$ cat config.mk
export PLATFORM = sky130hd
export DESIGN_NAME = temperature_alert_monitor_unit
export DESIGN_NICKNAME = d
export VERILOG_FILES = /design/src/rtl/core/tam_pkg.sv /design/src/rtl/core/temperature_alert_monitor_unit.sv
export SDC_FILE = /design/constraint.sdc
export NUM_CORES = 1
export LEC_CHECK = 0
export BUFFER_PORTS_ARGS = -buffer_cell sky130_fd_sc_hd__buf_2
export CORE_AREA = 4 4 153 266
export DETAILED_ROUTE_END_ITERATION = 8
export DIE_AREA = 0 0 157 270
export PLACE_DENSITY = 0.52
export SKIP_LAST_GASP = 1
export SYNTH_ARGS = -nofsm -noshare
export SYNTH_HDL_FRONTEND = slang
export SYNTH_SLANG_ARGS = --single-unit
$ cat constraint.sdc
create_clock -name clk -period 7.85 [get_ports clk]
set_clock_uncertainty 0.15 [all_clocks]
set_input_delay 0.785 -clock clk [delete_from_list [all_inputs] [get_ports clk]]
set_output_delay 0.785 -clock clk [all_outputs]
set_load 0.1 [all_outputs]
$ cat src/rtl/core/tam_pkg.sv
`timescale 1ns / 1ps

package tam_pkg;

    typedef logic [1:0] level_t;

    localparam level_t LVL_NORMAL   = 2'd0;
    localparam level_t LVL_LIGHT    = 2'd1;
    localparam level_t LVL_MODERATE = 2'd2;
    localparam level_t LVL_CRITICAL = 2'd3;

    // Excursion limits in 1/16 degree (5 and 10 degrees)
    localparam logic signed [17:0] LIGHT_LIMIT    = 18'sd80;
    localparam logic signed [17:0] MODERATE_LIMIT = 18'sd160;

    localparam logic [15:0] RUN_MAX = 16'hFFFF;

    typedef logic [1:0] reg_idx_t;

    localparam reg_idx_t REG_WINDOW_LOW  = 2'd0;
    localparam reg_idx_t REG_WINDOW_HIGH = 2'd1;
    localparam reg_idx_t REG_ALARM_RUN   = 2'd2;

    localparam logic [11:0] WINDOW_LOW_RST  = 12'd0;
    localparam logic [11:0] WINDOW_HIGH_RST = 12'd50;
    localparam logic [15:0] ALARM_RUN_RST   = 16'd3;

endpackage

$ cat src/rtl/core/temperature_alert_monitor_unit.sv
`timescale 1ns / 1ps

// Temperature alert monitor.
// Input channel: in_valid/in_ready with sample_temp (signed, 1/16 degree).
// Output channel: out_valid/out_ready with the alert level, run length, alarm
// and the running statistics (min, max, sum, sample count, per-level counts).
// Configuration: APB-style port, window_low at 0x0, window_high at 0x4,
// alarm_run_length at 0x8; pready is tied high. Write only while idle.
// Path: input register, then grading and statistics update into the result
// register. Throughput: one item per cycle while out_ready holds; the grade,
// window compare and the 32-bit sum update all sit in the single stage between
// the two registers.
// Reset clears the run counter, statistics and both valid flags and loads the
// register defaults (0, 50, 3).
// When the receiver stalls, the result stays held, the input register fills,
// and in_ready drops until the result is taken. Once MAX_SAMPLES samples are
// counted the statistics freeze; level, run and alarm keep updating.
module temperature_alert_monitor_unit #(
    parameter logic [15:0] MAX_SAMPLES = 16'd65535
) (
    input  logic               clk,
    input  logic               rst_n,
    input  logic               psel,
    input  logic               penable,
    input  logic               pwrite,
    input  logic [3:0]         paddr,
    input  logic [31:0]        pwdata,
    output logic [31:0]        prdata,
    output logic               pready,
    input  logic               in_valid,
    output logic               in_ready,
    input  logic signed [15:0] sample_temp,
    output logic               out_valid,
    input  logic               out_ready,
    output logic [1:0]         alert_level,
    output logic [15:0]        run_length,
    output logic               alarm,
    output logic signed [15:0] lowest_temp,
    output logic signed [15:0] highest_temp,
    output logic signed [31:0] temp_total,
    output logic [15:0]        samples_seen,
    output logic [15:0]        light_count,
    output logic [15:0]        moderate_count,
    output logic [15:0]        critical_count
);

    logic signed [11:0] window_low_reg;
    logic signed [11:0] window_high_reg;
    logic [15:0]        alarm_run_reg;

    logic               in_valid_reg;
    logic signed [15:0] sample_reg;

    logic               out_valid_reg;
    tam_pkg::level_t    level_reg;
    logic               alarm_reg;
    logic [15:0]        run_reg;
    logic signed [15:0] min_reg;
    logic signed [15:0] max_reg;
    logic signed [31:0] sum_reg;
    logic [15:0]        tally_reg;
    logic [15:0]        light_reg;
    logic [15:0]        moderate_reg;
    logic [15:0]        critical_reg;

    logic               advance;
    logic               cfg_write;
    tam_pkg::reg_idx_t  cfg_idx;

    logic signed [17:0] s_x;
    logic signed [17:0] lo_x;
    logic signed [17:0] hi_x;
    logic signed [17:0] gap;
    logic               above;
    logic               below;
    tam_pkg::level_t    level_next;
    logic [15:0]        run_next;
    logic               alarm_next;
    logic               counting;

    // ---------------- configuration port ----------------
    assign pready    = 1'b1;
    assign cfg_write = psel && penable && pwrite;
    assign cfg_idx   = paddr[3:2];

    always_ff @(posedge clk or negedge rst_n)
    begin
        if (!rst_n)
        begin
            window_low_reg  <= tam_pkg::WINDOW_LOW_RST;
            window_high_reg <= tam_pkg::WINDOW_HIGH_RST;
            alarm_run_reg   <= tam_pkg::ALARM_RUN_RST;
        end
        else if (cfg_write)
        begin
            case (cfg_idx)
                tam_pkg::REG_WINDOW_LOW:  window_low_reg  <= pwdata[11:0];
                tam_pkg::REG_WINDOW_HIGH: window_high_reg <= pwdata[11:0];
                tam_pkg::REG_ALARM_RUN:   alarm_run_reg   <= pwdata[15:0];
                default:                  ;
            endcase
        end
    end

    always_comb
    begin
        case (cfg_idx)
            tam_pkg::REG_WINDOW_LOW:  prdata = {20'd0, window_low_reg};
            tam_pkg::REG_WINDOW_HIGH: prdata = {20'd0, window_high_reg};
            tam_pkg::REG_ALARM_RUN:   prdata = {16'd0, alarm_run_reg};
            default:                  prdata = 32'd0;
        endcase
    end

    // ---------------- handshake ----------------
    assign advance  = in_valid_reg && (!out_valid_reg || out_ready);
    assign in_ready = !in_valid_reg || advance;

    always_ff @(posedge clk or negedge rst_n)
    begin
        if (!rst_n)
        begin
            in_valid_reg  <= 1'b0;
            out_valid_reg <= 1'b0;
        end
        else
        begin
            if (in_ready)
            begin
                in_valid_reg <= in_valid;
            end
            if (advance)
            begin
                out_valid_reg <= 1'b1;
            end
            else if (out_ready)
            begin
                out_valid_reg <= 1'b0;
            end
        end
    end

    always_ff @(posedge clk)
    begin
        if (in_ready && in_valid)
        begin
            sample_reg <= sample_temp;
        end
    end

    // ---------------- grading ----------------
    always_comb
    begin
        s_x   = {{2{sample_reg[15]}}, sample_reg};
        lo_x  = {{2{window_low_reg[11]}}, window_low_reg, 4'b0000};
        hi_x  = {{2{window_high_reg[11]}}, window_high_reg, 4'b0000};
        above = s_x > hi_x;
        below = s_x < lo_x;
        // an inverted window always lands in one of the two branches
        gap   = above ? (s_x - hi_x) : (lo_x - s_x);

        if (!above && !below)
        begin
            level_next = tam_pkg::LVL_NORMAL;
        end
        else if (gap < tam_pkg::LIGHT_LIMIT)
        begin
            level_next = tam_pkg::LVL_LIGHT;
        end
        else if (gap < tam_pkg::MODERATE_LIMIT)
        begin
            level_next = tam_pkg::LVL_MODERATE;
        end
        else
        begin
            level_next = tam_pkg::LVL_CRITICAL;
        end

        if (level_next == tam_pkg::LVL_NORMAL)
        begin
            run_next = 16'd0;
        end
        else if (run_reg != tam_pkg::RUN_MAX)
        begin
            run_next = run_reg + 16'd1;
        end
        else
        begin
            run_next = run_reg;
        end

        alarm_next = (level_next != tam_pkg::LVL_NORMAL) && (run_next >= alarm_run_reg);
        counting   = tally_reg < MAX_SAMPLES;
    end

    // ---------------- state and result ----------------
    always_ff @(posedge clk or negedge rst_n)
    begin
        if (!rst_n)
        begin
            run_reg      <= 16'd0;
            min_reg      <= 16'sd0;
            max_reg      <= 16'sd0;
            sum_reg      <= 32'sd0;
            tally_reg    <= 16'd0;
            light_reg    <= 16'd0;
            moderate_reg <= 16'd0;
            critical_reg <= 16'd0;
        end
        else if (advance)
        begin
            run_reg <= run_next;
            if (counting)
            begin
                if (tally_reg == 16'd0 || sample_reg < min_reg)
                begin
                    min_reg <= sample_reg;
                end
                if (tally_reg == 16'd0 || sample_reg > max_reg)
                begin
                    max_reg <= sample_reg;
                end
                sum_reg   <= sum_reg + {{16{sample_reg[15]}}, sample_reg};
                tally_reg <= tally_reg + 16'd1;
                case (level_next)
                    tam_pkg::LVL_LIGHT:    light_reg    <= light_reg + 16'd1;
                    tam_pkg::LVL_MODERATE: moderate_reg <= moderate_reg + 16'd1;
                    tam_pkg::LVL_CRITICAL: critical_reg <= critical_reg + 16'd1;
                    default:               ;
                endcase
            end
        end
    end

    always_ff @(posedge clk)
    begin
        if (advance)
        begin
            level_reg <= level_next;
            alarm_reg <= alarm_next;
        end
    end

    assign out_valid      = out_valid_reg;
    assign alert_level    = level_reg;
    assign alarm          = alarm_reg;
    assign run_length     = run_reg;
    assign lowest_temp    = min_reg;
    assign highest_temp   = max_reg;
    assign temp_total     = sum_reg;
    assign samples_seen   = tally_reg;
    assign light_count    = light_reg;
    assign moderate_count = moderate_reg;
    assign critical_count = critical_reg;

    // ---------------- assertions ----------------
    a_alarm_needs_level: assert property (@(posedge clk) disable iff (!rst_n)
        out_valid_reg && alarm_reg |-> level_reg != tam_pkg::LVL_NORMAL)
        else $error("alarm raised on a normal sample");

    a_run_clears: assert property (@(posedge clk) disable iff (!rst_n)
        out_valid_reg && level_reg == tam_pkg::LVL_NORMAL |-> run_reg == 16'd0)
        else $error("run counter not cleared by normal sample");

    a_tally_bound: assert property (@(posedge clk) disable iff (!rst_n)
        tally_reg <= MAX_SAMPLES)
        else $error("sample count beyond limit");

    a_level_counts: assert property (@(posedge clk) disable iff (!rst_n)
        ({2'b00, light_reg} + {2'b00, moderate_reg} + {2'b00, critical_reg})
            <= {2'b00, tally_reg})
        else $error("level counts exceed sample count");

    a_frozen: assert property (@(posedge clk) disable iff (!rst_n)
        tally_reg == MAX_SAMPLES |=> $stable(sum_reg) && $stable(tally_reg))
        else $error("statistics changed after freeze");

endmodule
; ---- Yosys cells after proc, flatten, opt, wreduce, memory -nomap -nowiden
; Cells that the tools add are included.
[totals]
regBits = 205
input_bits = 59
out_inout_bits = 182
[op_classes]
addsub = 8
n_lt_le_gt_ge = 8
n_eq_ne = 6
n_mux = 9
reduce_logical = 28
[op_table]
columns = operator, count
row1 = "adder 16 x 1 -> 16 bit, second input constant", 5
row2 = one-hot mux 16 bit (3 select lines), 1
row3 = subtractor 16 x 16 -> 17 bit, 2
row4 = adder 32 bit, 1
row5 = greater-than comparator 16 bit, 2
row6 = less-than comparator 16 bit, 2
row7 = two-way mux 16 bit, 2
row8 = "less-than comparator 18 x 8 -> 1 bit, second input constant", 1
row9 = "less-than comparator 18 x 9 -> 1 bit, second input constant", 1
row10 = two-way mux 18 bit, 1
row11 = greater-or-equal comparator 16 bit, 1
row12 = zero test 16 bit, 1
row13 = "less-than comparator 16 bit, second input constant", 1
row14 = "!= test 16 bit, second input constant", 1
row15 = AND reduction 3 bit, 5
row16 = AND reduction 2 bit, 4
row17 = "== test 2 bit, second input constant", 3
row18 = logical AND 1 bit, 6
row19 = "== test 2 x 1 -> 1 bit, second input constant", 2
row20 = zero test 1 bit, 4
row21 = zero test 2 bit, 2
row22 = logical OR 1 bit, 4
row23 = two-way mux 2 bit, 2
row24 = nonzero test 2 bit, 2
row25 = two-way mux 1 bit, 3

; ---- Longest topological paths before layout
; Gate-level depths: netlist (run 1).
[logic_depth]
depth_word = 10
depth_mapped = 21
mapped_depth_nobuf = 20

; ---- Worst setup path before layout (run 1)
; Ideal clock, no wire load.
[synth_path]
path_type = reg2reg
start = reg sample_reg[5]
end = reg alarm_reg, in the netlist alarm (data pin)
arrival_time_ns = 4.358
required_time_ns = 7.425
slack_ns = 3.067
path_stages_with_launch = 22
synth_period_minus_slack_ns = 4.783
cell_sequence = edfxtp_1 -> inv_1 -> ha_1 -> clkbuf_1 -> a21o_1 -> a211oi_2 -> nand3_1 -> a31oi_1 -> o21ai_0 -> a21oi_1 -> clkbuf_1 -> buf_1 -> nor2_1 -> ha_1 -> a21o_1 -> a21o_1 -> a21o_1 -> a21oi_1 -> o21ai_0 -> a221o_1 -> nand4_1 -> a41oi_1
[synth_between]
elab_chain_len = 10
word_cells_on_any_way = 18
[synth_rtl]
columns = item, line
row1 = "start, declared", temperature_alert_monitor_unit.sv:52  ; logic signed [15:0] sample_reg;
row2 = "start signal, assigned", temperature_alert_monitor_unit.sv:147  ; sample_reg <= sample_temp;
row3 = subtractor 16 x 16 -> 17 bit / greater-than comparator 16 bit (equally long branches), "temperature_alert_monitor_unit.sv:160, temperature_alert_monitor_unit.sv:157"
row4 = two-way mux 18 bit, temperature_alert_monitor_unit.sv:160  ; gap = above ? (s_x - hi_x) : (lo_x - s_x);
row5 = less-than comparator 18 x 9 -> 1 bit, temperature_alert_monitor_unit.sv:170  ; else if (gap < tam_pkg::MODERATE_LIMIT)
row6 = two-way mux 1 bit, temperature_alert_monitor_unit.sv:170
row7 = two-way mux 2 bit, temperature_alert_monitor_unit.sv:166  ; else if (gap < tam_pkg::LIGHT_LIMIT)
row8 = two-way mux 2 bit (*), temperature_alert_monitor_unit.sv:162  ; if (!above && !below)
row9 = zero test 2 bit (*), temperature_alert_monitor_unit.sv:179  ; if (level_next == tam_pkg::LVL_NORMAL)
row10 = two-way mux 16 bit (*), temperature_alert_monitor_unit.sv:179
row11 = via run_next[2], temperature_alert_monitor_unit.sv:77  ; logic [15:0] run_next;
row12 = greater-or-equal comparator 16 bit (*), temperature_alert_monitor_unit.sv:192  ; alarm_next = (level_next != tam_pkg::LVL_NORMAL) && (run_next >= alarm_run_reg);
row13 = logical AND 1 bit (*), temperature_alert_monitor_unit.sv:192
row14 = via alarm_next, temperature_alert_monitor_unit.sv:78  ; logic alarm_next;
row15 = "end signal, assigned", temperature_alert_monitor_unit.sv:240  ; alarm_reg <= alarm_next;
row16 = "end, declared", temperature_alert_monitor_unit.sv:56  ; logic alarm_reg;
; The timed path passes the listed nets; every way through them passes the cells marked *.
; A chain may end at the register's enable or synchronous reset.

; ---- Final worst setup path (run 1)
[layout_path]
start = reg sample_reg[5]
end = reg alarm_reg, in the netlist alarm (data pin)
[layout_between]
elab_chain_len = 10
word_cells_on_any_way = 18
[layout_rtl]
columns = item, line
row1 = subtractor 16 x 16 -> 17 bit / greater-than comparator 16 bit (equally long branches), "temperature_alert_monitor_unit.sv:160, temperature_alert_monitor_unit.sv:157"
row2 = two-way mux 18 bit, temperature_alert_monitor_unit.sv:160
row3 = less-than comparator 18 x 9 -> 1 bit, temperature_alert_monitor_unit.sv:170
row4 = two-way mux 1 bit, temperature_alert_monitor_unit.sv:170
row5 = two-way mux 2 bit, temperature_alert_monitor_unit.sv:166
row6 = two-way mux 2 bit (*), temperature_alert_monitor_unit.sv:162
row7 = zero test 2 bit, temperature_alert_monitor_unit.sv:179
row8 = two-way mux 16 bit, temperature_alert_monitor_unit.sv:179
row9 = greater-or-equal comparator 16 bit, temperature_alert_monitor_unit.sv:192
row10 = logical AND 1 bit (*), temperature_alert_monitor_unit.sv:192
row11 = via alarm_next, temperature_alert_monitor_unit.sv:78
; Marked as above.

==> flow_summary.toml, run 1 <==
[final_layout]
final_cell_mix = "buf_2, dfrtp_1, nand2_1, ha_1, inv_1"
drive_gt1_share_pct = 19.2
largest_reg_flops = 32
final_cell_area_mm2 = 0.0158
final_common_cell = "buf_2"
area_growth_pct = 18.2
fin_nets = 1820
fillers = 3849

[clock_tree]
cts_setup_buffers = 0
insertion_delay_ps = 540
cts_buffers = 24
clk_path_buf_depth = 3
clock-sinks = 205
htreeDepth = 1
cts_resized = 0
ctsHoldBuffers = 0
cts_tree = "yes"
clkTransAtPathRegs_ps = 70
root_buffer = "clkbuf_16"

[global_route]
grt_pass1_wl_um = 62500
grt-ovfl-total = 0
antenna_found_initial = 3
track_usage_pct = 18.3
grt_max_degree = 113
grt_pass1_vias = 11600

[critical_path]
cp-start-kind = "flip-flop"
worst-setup-path-type = "reg2reg"
cp.arrival_ps = 5760
worst_ep_required_time_ps = 7970
critPathCaptureType = "flip-flop"
cp_max_fo = 15

[sta]
relSlewSlack_pct = 25.5
fmax_mhz = 177
setup_viol_count_final = 0
rsz0062_at_grt = "no"
hold_violations = 0
finalSetupTns_ps = 0
slew_violations = 0
tightest_slew_ps = 1120
whs_ps = 198
timing.final.crit_share_pct = 71.8
postLayoutSetupSlackWorst_ps = 2210
fin_crit_ps = 5640

[synth]
synth_seq_cells = 205
seq_area_frac_synth_pct = 39.2
synth_area_mm2 = 0.0133
synth_warnings = 0
synthCells = 1449
synthArstFlopShare_pct = 90.7
synth-edff-count = 19
ys_types = 71
avgSynthCellArea_um2 = 9.21
synth_flop_cell = "dfrtp_1"

[placed_design]
routabilityCongestion = 0.867
dp_slack_ps = 2130
port_buffers = 205
hpwl_um = 29900
placedInstanceArea_mm2 = 0.0149

[power_and_ir_drop]
p_leak_nw = 7.85
power_density_mw_per_mm2 = 434
ir_drop_mv = 0.206
finalPower_w = 0.00684

[floorplanning]
die_x_um = 157
num_io_pins = 241
fp.coreArea_mm2 = 0.0384
initial_core_util_pct = 34.8
die-area_mm2 = 0.0424
dieHeight_um = 270
row_count = 95

[detailed_routing]
vias = 11300
drt_wl_total_um = 39400
drt_first_pass_iters = 4
drtAntennaViolNets = 0
avgRoutedWirePerCell_um = 18.3
drc = 0
drtIter0Drc = 434
vias_per_cell = 5.23

[flow_run]
maxCapViolCount = 0

[min_path]
hold_class = "in2async"

[outcome]
status = "complete, no violations"
-- where the power goes --
part | internal, W | switching, W
Clock | 0.000753 | 0.000491
Sequential | 0.00135 | 0.000285
Combinational | 0.00100 | 0.00296
-- final cells by class --
cell class,instances,area (µm²),share of cell area [%]
Antenna cell,2,5.00,0.0317
Clock buffer,31,688,4.36
Clock inverter,13,184,1.17
Inverter,98,368,2.33
Multi-Input combinational cell,1101,7540,47.8
Sequential cell,205,5230,33.2
Tap cell,485,607,3.85
Timing Repair Buffer,220,1150,7.27
-- synth_stat cells, drive strengths merged (12+ instances only) --
master  count  area share, %
o31ai      16           0.98
o21a       17           0.96
nor3       33            1.3
and3       49            2.3
nand2b     18           0.84
nand3      61            2.3
a21oi      70            2.6
dfrtp     181             34
buf        21            1.1
clkbuf     39            1.1
nor4       15           0.80
xor2       60            3.9
nand4      30            1.4
edfxtp     19            4.3
xnor2      45            3.0
nand2     153            4.3
ha        109             10
mux2i      31            2.3
inv        98            2.8
o21ai      93            3.5
o211ai     22            1.2
a21o       33            1.9
nor2       76            2.1
mux2       33            2.8
and2       15           0.70
a31oi      12           0.56
-- layer usage --
metal	wire, µm	up-vias	track usage, %
li1	-	5552	-
met1	15000	5436	20.0
met2	21600	235	35.4
met3	1770	55	2.73
met4	1030	2	5.60
met5	12	-	0
-- per-stage QoR --
stage | util [%] | std cells
after global routing | 41.1 | 2155
after global placement | 38.8 | 2109
after detailed placement | 38.8 | 2109
after floorplan | - | 1464
after CTS | 41.1 | 2153
final | 41.1 | 2155
-- critical path, cell delays in order, from the launching register on --
cell and delay (ps):
edfxtp_1 630, inv_1 160, ha_1 430, a21o_1 260
a211oi_2 320, nand3_1 130, a31oi_1 280, o21ai_0 200
a21oi_2 660, nand2b_1 220, ha_1 220, nand2b_1 140
a21o_1 190, a21o_1 170, a21o_1 170, a21o_1 170
a21oi_1 160, o21ai_0 130, a221o_1 350, nand4_1 100
a41oi_1 100
-- path summary, 6_finish.rpt --
path | to | slack, ps | startpoint | depth (start not counted)
setup / recovery | alarm$_DFFE_PP_ | 2210 | sample_reg[5]$_DFFE_PP_ | 20
hold / removal | samples_seen[10]$_DFFE_PN0P_ | 200 | rst_n | 1
setup reg to reg | alarm$_DFFE_PP_ | 2210 | sample_reg[5]$_DFFE_PP_ | 20
hold reg to reg | light_count[15]$_DFFE_PN0P_ | 310 | light_count[15]$_DFFE_PN0P_ | 1
max in group asynchronous | out_valid$_DFFE_PN0P_ | 5700 | rst_n | 2
min in group clk | sample_reg[7]$_DFFE_PP_ | 270 | sample_temp[7] | 1
-- kinds of logic after synthesis --
kind of cell,share of synthesized area (%)
AND/OR/NAND/NOR,18.0
flip-flops,39.2
adder cells (fa/ha/maj),10.5
multiplexers,5.11
AO/OA/AOI/OAI,15.3
other,0.0563
buffers and inverters,4.93
XOR/XNOR,6.89
Note: power is estimated with default switching activity, not from simulation.
==> run 2: changes to the inputs <==
ABC_AREA = 1   (was not set)
CORE_AREA = 4 4 158 274   (was 4 4 153 266)
DIE_AREA = 0 0 162 278   (was 0 0 157 270)
PLACE_DENSITY = 0.53   (was 0.52)
clock period = 4.7 ns   (was 7.85 ns; I/O delays follow)
==> run 2 against run 1 <==
- first-iteration DRC count rose by 53%
- non-clock buffer count rose by 21
- register-to-register slack got worse by 1700 ps
- largest cell class unchanged
- largest power group unchanged
- sequential share of layout area fell by 2.1 points
- critical path type unchanged
==> flow_summary.toml, run 2 <==
[placed_design]
port_buffers = 205
routabilityCongestion = 0.961
hpwl_um = 37600

[final_layout]
drive_gt1_share_pct = 14.7
n_antenna_cell = 0
multi_input_area_mm2 = 0.00769
final_cell_mix = "nand2_1, inv_1, buf_2, dfrtp_1, o21ai_0"
final_common_cell = "nand2_1"
seqCellArea_mm2 = 0.00523
fillers = 4363
area_growth_pct = 18.5
fin_nets = 2299
largest_reg_flops = 32

[synth]
synth_area_leaders = "dfrtp_1, nand2_1, ha_1, inv_1, o21ai_0"
yosys.area.top_type = "dfrtp_1"
synth.top_cell.area_share_pct = 31.9
synth_seq_cells = 205
synth_most_common_cell = "nand2_1"
synth_warnings = 0
synth_common_cells = "nand2_1, inv_1, dfrtp_1"
seq_area_frac_synth_pct = 36.9
synthArstFlopShare_pct = 90.7
avgSynthCellArea_um2 = 7.46
synth-edff-count = 19
synth_flop_cell = "dfrtp_1"
ys_types = 57
synthCells = 1901
synth_area_mm2 = 0.0142

[global_route]
use_met3_pct = 3.04
grt_pass1_vias = 13000
grt_busiest_layer = "met2"
antenna_found_initial = 0
grt_max_degree = 81
grt-ovfl-total = 0
grt.met2_usage_pct = 39.1
grt_pass1_wl_um = 72500
use_met1_pct = 21.3
track_usage_pct = 20.4

[clock_tree]
cts_tree = "yes"
clock-sinks = 205
root_buffer = "clkbuf_16"
insertion_delay_ps = 550
clk_path_buf_depth = 3
clkTransAtPathRegs_ps = 60
htreeDepth = 1
cts_resized = 0
cts_buffers = 24

[sta]
rsz0062_at_grt = "no"
slew_violations = 0
tightest_slew_ps = 983
fin_crit_ps = 4170
hold_violations = 0
setup_viol_count_final = 0
timing.final.crit_share_pct = 88.8
relSlewSlack_pct = 34.3
whs_ps = 22.0
finalSetupTns_ps = 0
fmax_mhz = 240

[critical_path]
cp.arrival_ps = 4310
worst-setup-path-type = "reg2reg"
critPathCaptureType = "flip-flop"
cp-start-kind = "flip-flop"
worst_ep_required_time_ps = 4840
crit_chain = "inv_1, ha_1, nand2_1, nor3_1, and2_1, a32oi_1, nand2_1, nand2_2, clkinv_1, buf_4, a31oi_1, ha_1, a21oi_1, o21ai_0, a21oi_1, o31ai_1, a31oi_1, nor2_1"
cp_slowest_cell = "edfxtp_1"
worst_path_largest_cell_delay_ps = 560
cp_max_fo = 9

[detailed_routing]
drt_wl_total_um = 47200
avgRoutedWirePerCell_um = 17.5
drc = 0
drtAntennaViolNets = 0
drtIter0Drc = 665
vias = 13200
vias_per_cell = 4.90
drt_first_pass_iters = 5

[power_and_ir_drop]
ir_drop_mv = 0.392
power_density_mw_per_mm2 = 728
p_leak_nw = 8.59

[floorplanning]
die_x_um = 162
die-area_mm2 = 0.0450
num_io_pins = 241
initial_core_util_pct = 34.6
row_count = 98
fp.coreArea_mm2 = 0.0410
dieHeight_um = 278

[flow_run]
maxCapViolCount = 0

[min_path]
hold_class = "in2reg"

[outcome]
status = "complete, no violations"
[run 2: cells by family after synthesis]
logic type	Yosys count	share of synthesized area [%]
compound gates	301	11.9
xor+xnor	87	5.37
fa+ha+maj	111	9.90
buf+inv	321	9.31
flops	205	36.9
other cells	2	0.0529
simple gates	874	26.6
[run 2: where the power goes]
part / internal (W) / switching, W / leakage (nW) / total [W]
Combinational: 0.00158 / 0.00581 / 5.65 / 0.00739
Sequential: 0.00231 / 0.000524 / 2.53 / 0.00283
Clock: 0.00122 / 0.000804 / 0.408 / 0.00202
[run 2: worst max-delay path, delay by kind of cell (launching register included)]
| family | cells | cell delay (ps) |
|---|---|---|
| AO/OA/AOI/OAI | 7 | 1040 |
| adder cells (fa/ha/maj) | 2 | 680 |
| buffers and inverters | 3 | 860 |
| flip-flops | 1 | 560 |
| AND/OR/NAND/NOR | 6 | 640 |
[run 2: cell type report]
type	instances	share of cell area [%]
tap	550	4.09
clock buffer	38	4.31
timing repair buffer	241	8.15
sequential	205	31.1
inverter	267	5.96
multi-input combinational	1390	45.8
clock inverter	6	0.625
[run 2: worst paths after layout]
path | startpoint | to | slack [ps] | cells after the start
min in group asynchronous | rst_n | critical_count[10]$_DFFE_PN0P_ | 380 | 2
setup reg to reg | sample_reg[13]$_DFFE_PP_ | alarm$_DFFE_PP_ | 530 | 18
max in group asynchronous | rst_n | temp_total[24]$_DFFE_PN0P_ | 3000 | 3
hold / removal | in_valid | in_valid_reg$_DFFE_PN0N_ | 20 | 3
setup / recovery | sample_reg[13]$_DFFE_PP_ | alarm$_DFFE_PP_ | 530 | 18
hold reg to reg | window_high_reg[6]$_DFFE_PN0P_ | window_high_reg[6]$_DFFE_PN0P_ | 340 | 2
[run 2: repair_timing]
action / 4_1_cts / 5_1_grt
endpoints found under the hold margin: 88 / 0
buffers inserted: 0 / 0
hold buffers: 16 / 0
[run 2: through the flow]
| step | util, % | setup WS (ps) | power [W] | cells | area (µm²) |
|---|---|---|---|---|---|
| after floorplan | - | 960 | 0.00867 | 1916 | 14200 |
| after global placement | 38.6 | 572 | 0.0102 | 2637 | 15800 |
| after detailed placement | 38.6 | 538 | 0.0103 | 2637 | 15800 |
| after CTS | 41.1 | 539 | 0.0124 | 2697 | 16800 |
| after global routing | 41.1 | 193 | 0.0130 | 2697 | 16800 |
| final | 41.1 | 527 | 0.0122 | 2697 | 16800 |
[run 2: metal layers]
| metal | wire (µm) | share of wire, % |
|---|---|---|
| met1 | 17400 | 37 |
| met2 | 25000 | 53 |
| met3 | 2170 | 4.6 |
| met4 | 2650 | 5.6 |
| met5 | 0 | 0 |
==> run 3: changes to the inputs <==
CORE_AREA = 4 4 148 257   (was 4 4 158 274)
DIE_AREA = 0 0 152 261   (was 0 0 162 278)
PLACE_DENSITY = 0.6   (was 0.53)
==> run 3 against run 2 <==
- sequential cell count is the same
- sequential share of layout area rose by 0.55 points
- first-iteration DRC count is 18% lower
- clock-buffer cell count decreased by 6
- sequential power barely moved
- global-route usage up 1.3 points
- combinational power decreased by 0.7%
- maximum frequency is 0.40% higher
- routed wire length is 5.8% lower
- die area fell by 12%
- hold slack got worse by 5.5 ps
==> flow_summary.toml, run 3 (synthesized netlist as in run 2, its figures left out) <==
[flow_run]
maxCapViolCount = 0

[global_route]
track_usage_pct = 21.7
grt_max_degree = 106
grt_pass1_wl_um = 69200
grt-ovfl-total = 0
antenna_found_initial = 1
grt_pass1_vias = 13100

[clock_tree]
clock-sinks = 205
clkTransAtPathRegs_ps = 70
cts_setup_buffers = 0
cts_buffers = 22
clk_path_buf_depth = 3
htreeDepth = 1
root_buffer = "clkbuf_16"
insertion_delay_ps = 530
cts_resized = 0
cts_tree = "yes"

[detailed_routing]
drt_first_pass_iters = 5
drt_wl_total_um = 44500
drc = 0
avgRoutedWirePerCell_um = 17.1
drtAntennaViolNets = 0
vias = 13200
vias_per_cell = 5.08
drtIter0Drc = 547

[floorplanning]
initial_core_util_pct = 39.5
fp.coreArea_mm2 = 0.0359
die-area_mm2 = 0.0397
num_io_pins = 241
row_count = 92
dieHeight_um = 261
die_x_um = 152

[sta]
relSlewSlack_pct = 30.4
finalSetupTns_ps = 0
timing.final.crit_share_pct = 88.4
hold_violations = 0
tightest_slew_ps = 1040
slew_violations = 0
rsz0062_at_grt = "no"
fin_crit_ps = 4160
setup_viol_count_final = 0
fmax_mhz = 241

[final_layout]
utilization_pct = 46.0
drive_gt1_share_pct = 14.4
largest_reg_flops = 32
fin_nets = 2290
final_common_cell = "nand2_1"
final_cell_mix = "nand2_1, inv_1, buf_2, dfrtp_1, o21ai_0"
multi_input_area_mm2 = 0.00769
area_growth_pct = 16.5
fillers = 3721
seqCellArea_mm2 = 0.00523

[power_and_ir_drop]
p_leak_nw = 8.49
power_density_mw_per_mm2 = 721
ir_drop_mv = 0.528

[critical_path]
cp-start-kind = "flip-flop"
cp.arrival_ps = 4290
worst_ep_required_time_ps = 4830
critPathCaptureType = "flip-flop"
cp_max_fo = 11
worst-setup-path-type = "reg2reg"

[outcome]
status = "complete, no violations"

[min_path]
hold_class = "in2reg"

[placed_design]
port_buffers = 205
routabilityCongestion = 0.910
hpwl_um = 35100
[run 3: cell count changes in the layout (fill, tap and decap cells not counted), moves of 2 or more]
cell       change
clkbuf_8       -3
bufinv_16      -2
clkinv_4       +2
buf_4          -5
clkbuf_16      -2
[run 3: report_power, final]
group | switching (W) | internal, W | leakage (nW)
Clock | 0.000757 | 0.000989 | 0.344
Combinational | 0.00577 | 0.00157 | 5.61
Sequential | 0.000524 | 0.00230 | 2.53
Total | 0.00705 | 0.00487 | 8.49
[run 3: repair_timing]
item	4_1_cts	5_1_grt
endpoints found under the hold margin	111	2
hold buffers	13	2
endpoints found under the setup margin	0	0
[run 3: worst paths after layout]
kind | from | to | slack (ps) | depth (start not counted)
worst min register to register | alarm_run_reg[4]$_DFFE_PN0P_ | alarm_run_reg[4]$_DFFE_PN0P_ | 340 | 2
min in group asynchronous | rst_n | critical_count[11]$_DFFE_PN0P_ | 450 | 2
worst max register to register | sample_reg[13]$_DFFE_PP_ | alarm$_DFFE_PP_ | 540 | 17
worst max-delay path | sample_reg[13]$_DFFE_PP_ | alarm$_DFFE_PP_ | 540 | 17
max in group asynchronous | rst_n | temp_total[23]$_DFFE_PN0P_ | 2860 | 3
worst min-delay path | sample_temp[1] | sample_reg[1]$_DFFE_PP_ | 20 | 1
[run 3: per-stage QoR]
stage | hold WS [ps] | setup WS, ps | power [W] | std cells | instance area, µm²
after floorplan | 24.4 | 960 | 0.00867 | 1916 | 14200
after global placement | 317 | 632 | 0.0101 | 2551 | 15700
after detailed placement | 323 | 576 | 0.0102 | 2551 | 15700
after CTS | 0.500 | 550 | 0.0120 | 2604 | 16500
after global routing | 4.62 | 260 | 0.0127 | 2607 | 16500
final | 16.5 | 543 | 0.0119 | 2607 | 16500
[run 3: area by class of cell]
type	count	share of cell area [%]
diodes	1	0.0151
inverters	267	6.06
well taps	470	3.56
flip-flops and latches	205	31.7
clock inverters	8	0.454
clock buffers	32	3.81
repair buffers	234	7.88
multi-input cells	1390	46.6
[run 3: critical path, stage by stage (launching register included)]
cell,delay (ps)
edfxtp_1,600
inv_1,200
ha_1,390
nand2_1,140
nor3_1,70
and2_1,150
a32oi_1,190
nand2_1,90
nand2_2,80
clkinv_1,330
a31oi_1,510
ha_1,340
a21oi_1,130
o21ai_0,90
a21oi_1,140
o31ai_1,80
a31oi_1,160
nor2_1,60
[run 3: routing by layer]
metal	vias to the layer above	track usage, %	part of all wire, %
met5	-	0	0
met4	0	13.5	7.0
met3	116	3.59	5.0
met2	363	40.3	51
met1	6145	22.7	37
li1	6617	-	-
